### src/rtl/fbot_pkg.sv
package fbot_pkg;

  localparam int MAX_BOXES  = 64;
  localparam int COORD_BITS = 12;
  localparam int SIZE_BITS  = COORD_BITS + 1;
  localparam int END_BITS   = COORD_BITS + 2;
  localparam int CNT_W      = $clog2(MAX_BOXES + 1);
  localparam int AREA_W     = 32;
  localparam int SEEN_W     = 7;
  localparam int PROD_W     = 2 * SIZE_BITS;
  localparam int SUM_W      = ((PROD_W > AREA_W) ? PROD_W : AREA_W) + 1;

  typedef struct packed {
    logic [COORD_BITS-1:0] x;
    logic [COORD_BITS-1:0] y;
    logic [SIZE_BITS-1:0]  w;
    logic [SIZE_BITS-1:0]  h;
  } box_t;

  // One new box travelling down the row of cells.
  typedef struct packed {
    logic             valid;
    box_t             box;
    logic             hit;
    logic             store;
    logic [CNT_W-1:0] slot;
    logic [CNT_W-1:0] remain;
  } token_t;

  typedef enum logic [1:0] {
    ST_IDLE,
    ST_SWEEP,
    ST_FINISH
  } state_t;

  // Strict overlap: touching edges and empty boxes do not count.
  function automatic logic boxes_overlap(box_t a, box_t b);
    logic [END_BITS-1:0] a_hx;
    logic [END_BITS-1:0] a_hy;
    logic [END_BITS-1:0] b_hx;
    logic [END_BITS-1:0] b_hy;
    logic [END_BITS-1:0] lo_x;
    logic [END_BITS-1:0] lo_y;
    logic [END_BITS-1:0] hi_x;
    logic [END_BITS-1:0] hi_y;
    a_hx = END_BITS'(a.x) + END_BITS'(a.w);
    a_hy = END_BITS'(a.y) + END_BITS'(a.h);
    b_hx = END_BITS'(b.x) + END_BITS'(b.w);
    b_hy = END_BITS'(b.y) + END_BITS'(b.h);
    lo_x = (a.x > b.x) ? END_BITS'(a.x) : END_BITS'(b.x);
    lo_y = (a.y > b.y) ? END_BITS'(a.y) : END_BITS'(b.y);
    hi_x = (a_hx < b_hx) ? a_hx : b_hx;
    hi_y = (a_hy < b_hy) ? a_hy : b_hy;
    return (lo_x < hi_x) && (lo_y < hi_y);
  endfunction

endpackage

### src/rtl/fbot_cell.sv
module fbot_cell (
  input  logic              clk,
  input  logic              rst,
  input  logic              bank_sel,
  input  fbot_pkg::token_t  tok_in,
  output fbot_pkg::token_t  tok_out
);

  fbot_pkg::box_t   bank [2];
  fbot_pkg::token_t tok_next;
  logic             prev_here;

  // The cell holds a previous box while the remaining count is nonzero.
  always_comb begin
    prev_here       = (tok_in.remain != '0);
    tok_next        = tok_in;
    tok_next.hit    = tok_in.hit |
                      (prev_here & fbot_pkg::boxes_overlap(tok_in.box, bank[bank_sel]));
    tok_next.remain = prev_here ? tok_in.remain - 1'b1 : '0;
    tok_next.store  = tok_in.store & (tok_in.slot != '0);
    tok_next.slot   = tok_in.slot - 1'b1;
  end

  always_ff @(posedge clk) begin
    if (rst) begin
      tok_out <= '0;
    end else begin
      tok_out <= tok_next;
    end
  end

  always_ff @(posedge clk) begin
    if (tok_in.valid && tok_in.store && (tok_in.slot == '0)) begin
      bank[~bank_sel] <= tok_in.box;
    end
  end

endmodule

### config.mk
export PLATFORM = sky130hd
export DESIGN_NAME = fbot_cell
export DESIGN_NICKNAME = d
export VERILOG_FILES = /design/src/rtl/fbot_pkg.sv /design/src/rtl/fbot_cell.sv
export SDC_FILE = /design/constraint.sdc
export NUM_CORES = 1
export LEC_CHECK = 0
export ABC_AREA = 1
export BUFFER_PORTS_ARGS = -buffer_cell sky130_fd_sc_hd__buf_4
export CORE_UTILIZATION = 45
export DETAILED_ROUTE_END_ITERATION = 8
export HOLD_SLACK_MARGIN = 0.03
export SLEW_MARGIN = 0
export SYNTH_ARGS = -nofsm -noshare
export SYNTH_HDL_FRONTEND = slang
export SYNTH_SLANG_ARGS = --single-unit
### constraint.sdc
create_clock -name clk -period 6.5 [get_ports clk]
set_clock_uncertainty 0.2 [all_clocks]
set_input_delay 0.975 -clock clk [delete_from_list [all_inputs] [get_ports clk]]
set_output_delay 0.975 -clock clk [all_outputs]
set_load 0.005 [all_outputs]
==> summary.md <==
| Metric | Value |
|---|---|
| Status | `finished, violations left` |
| Failing checks | `design-rule violations` |
| Routability cong. | `slightly above 0.9` |
| Hpwl dp | `~19000 µm` |
| Worst Setup Start Kind | `input pin` |
| Syn. warnings | `0` |
| First DRT Iteration DRCs | `463` |
| Sequential area share after synthesis | `42.69%` |
| CP max stage delay | `around 0.36 ns` |
| Hold-fix buffers, CTS | `0` |
| CTS tree | `done` |
| Remaining DRCs | `7` |
| Crit path arrival time | `approximately 5.9 ns` |
| Most used cell, CP | `nand2_1` |
| Clk_lat worst skew | `about 0.44 ns` |
| Setup crit end kind | `flop` |
| Syn avg cell area | `around 8.3 µm²` |
| Initial antenna violation count | `0` |
| Int Power | `about 2000 µW` |
| Uppermost layer routed | `met4` |
| TritonRoute pass-1 iters | `7` |
| Worst VDD drop | `around 0.19 mV` |
| Met2 wire len | `about 12000 µm` |
| Clock power share | `between 30% and 40%` |
| CTS clk-pin slew, worst paths | `roughly 0.07 ns` |
| Min cycle time layout | `~5.7 ns` |
| Number of buffers created by CTS | `17` |
| RSZ-0062 raised after global routing | `false` |
| Most common cell after layout, fill and taps aside | `nand2_1` |
| Wl on met1 | `roughly 11000 µm` |
| ANT cells | `0` |
| WL final | `~25000 µm` |
| Global-route wire length before repair | `approximately 41000 µm` |
| Synth unique cells | `35` |
| Hold Crit Class | `in -> reg` |
| Met3 wire length | `919 µm` |
| Largest net degree at the start of global routing | `59` |
| Post-synth top area cell | `edfxtp_1` |
| Pins Over Slew Limit | `0` |
| I/O pin cnt | `137` |
| Gate power share | `~27%` |
| CTS max path bufs | `2` |
| Chip height | `approximately 150 µm` |
| Area Overhead vs Synth | `18.70%` |
| Wire per inst | `14.83 µm` |
| Post-Syn Nets | `between 1000 and 1500` |
| EDFF count, synth | `100` |
| P_sw | `942.0 µW` |
| Crit path max fanout | `15` |
| Worst Setup Path Type | `in -> reg` |
| Gr usage total | `around 22%` |
| GRT Residual Overflow | `0` |
| Post-Syn Instances | `between 1000 and 1500` |
| Detail Route Antenna Nets | `0` |
| Endpoints failing hold | `0` |
| Post-synth top area share | `between 20% and 30%` |
| Post-route insts no fill | `about 1700` |
| Vias per std cell | `slightly below 5` |
| Leak | `about 0.0060 µW` |
| Setup TNS | `0 ns` |
| Layout cells sized above 1 | `15.72%` |
| Die Width | `around 150 µm` |
| Switching fraction of total power | `32.46%` |
| Core region area | `22030 µm²` |
| Commonest non-fill, non-tap cells in the layout | `324 x nand2_1, 162 x inv_1, 144 x buf_4` |
| CTS Root Cell | `clkbuf_16` |
| Dpl cells | `around 1600` |
| PD cells | `between 200 and 250 nW/µm²` |
| Setup violations, final | `0` |
| Htree depth | `4` |
| Fmax | `roughly 180 MHz` |
| DR vias | `about 8200` |
| Synth Flop Type | `edfxtp_1` |
| Pre-CTS setup slack | `0.1871 ns` |
| Number of I/O port buffers | `~140` |
| Flops & latches, synth | `167` |
| Ys async rst share | `0%` |
| Worst-margin pin slew | `between 1 and 1.5 ns` |
| Normalized max-slew margin | `around a quarter` |
| Sequential share of power | `around two fifths` |
| # rows | `between 50 and 60` |
| Max Cap Violations | `0` |
| # nets final | `between 1500 and 2000` |
| CP max-delay cell | `ha_1` |
| Number of global-route vias before repair | `about 8400` |
| Starting Density | `between 40 and 50%` |
| Largest cells by area after synthesis | `edfxtp_1 30%, ha_1 15%, dfxtp_1 13%, nand2_1 12%, inv_1 6.0%` |
| # clock sinks | `about 170` |
| Cell area after synthesis | `~10000 µm²` |
| Worst setup margin | `~0.79 ns` |
| Die area | `23220 µm²` |
| Final Cycle Share | `approximately 90%` |
| WP data required | `between 6 and 7 ns` |
==> Yosys cell counts (14+ instances only) <==
cell      number
edfxtp_1     100
nand2_1      325
ha_1         124
nor2_1       117
o21ai_0       78
clkbuf_1      22
nand3_1       31
xor2_1        30
inv_1        162
a21oi_1       60
dfxtp_1       67
or2_2         27
xnor2_1       14
==> worst max-delay path, delay by kind of cell <==
family | cells | cell delay, ns
compound gates | 10 | 1.56
xor+xnor | 1 | 0.23
fa+ha+maj | 3 | 0.94
buf+inv | 4 | 0.64
simple gates | 14 | 1.49
==> timing repair <==
| item | 4_1_cts | 5_1_grt |
|---|---|---|
| resized for setup | 0 | 1 |
| endpoints found under the setup margin | 0 | 1 |
| setup buffers | 0 | 0 |
==> area by class of cell <==
cell class / count / area [µm²]
Fill cell: 2074 / 9946
Multi-Input combinational cell: 873 / 5144
Sequential cell: 167 / 4344
Timing Repair Buffer: 144 / 1081
Inverter: 164 / 615.6
Clock buffer: 18 / 429.2
Tap cell: 280 / 350.3
Clock inverter: 14 / 116.4
==> power groups by stage <==
stage	clock, µW	sequential (µW)	combinational, µW
finish	961	1150	789
CTS	983	1150	792
floorplan	0	1180	540
global placement	0	1180	774
detailed placement	0	1180	783
global route	1020	1150	914
==> worst paths after layout <==
kind | from | end | slack, ns | cells past startpoint
worst min register to register | bank[0][12] | tok_out[15] | 0.83 | 8
worst max-delay path | bank_sel | tok_out[15] | 0.79 | 32
worst max register to register | bank[1][28] | tok_out[15] | 1.26 | 30
worst min-delay path | tok_in[0] | tok_out[0] | 0.51 | 2
==> metal layers <==
layer	up-vias	GRT usage, %
met5	-	0
met4	0	6.317
met3	29	3.527
met2	175	40.71
met1	3762	27.33
li1	4279	-
==> flip-flops by register name, indices dropped and copies added (netlist names) <==
register  cells
bank        100
tok_out      67
==> cell families after synthesis <==
kind of cell               synth area share (%)
AOI/OAI and AO/OA                         9.417
xor gates and xnor gates                  3.787
adders and majority gates                 16.03
buffers and inverters                     6.946
DFF                                       42.69
and+or+nand+nor                           21.13
==> through the flow <==
stage	instance area [µm²]	total power [µW]	util, %	hold WS (ns)
2_1_floorplan	10180	1717	-	0.7026
3_3_place_gp	11530	1949	52.36	0.8149
3_5_place_dp	11530	1959	52.36	0.8170
4_1_cts	12080	2926	54.83	0.5011
5_1_grt	12080	3090	54.85	0.5025
6_report	12080	2902	54.85	0.5129
Power figures use the tool's default switching activity.
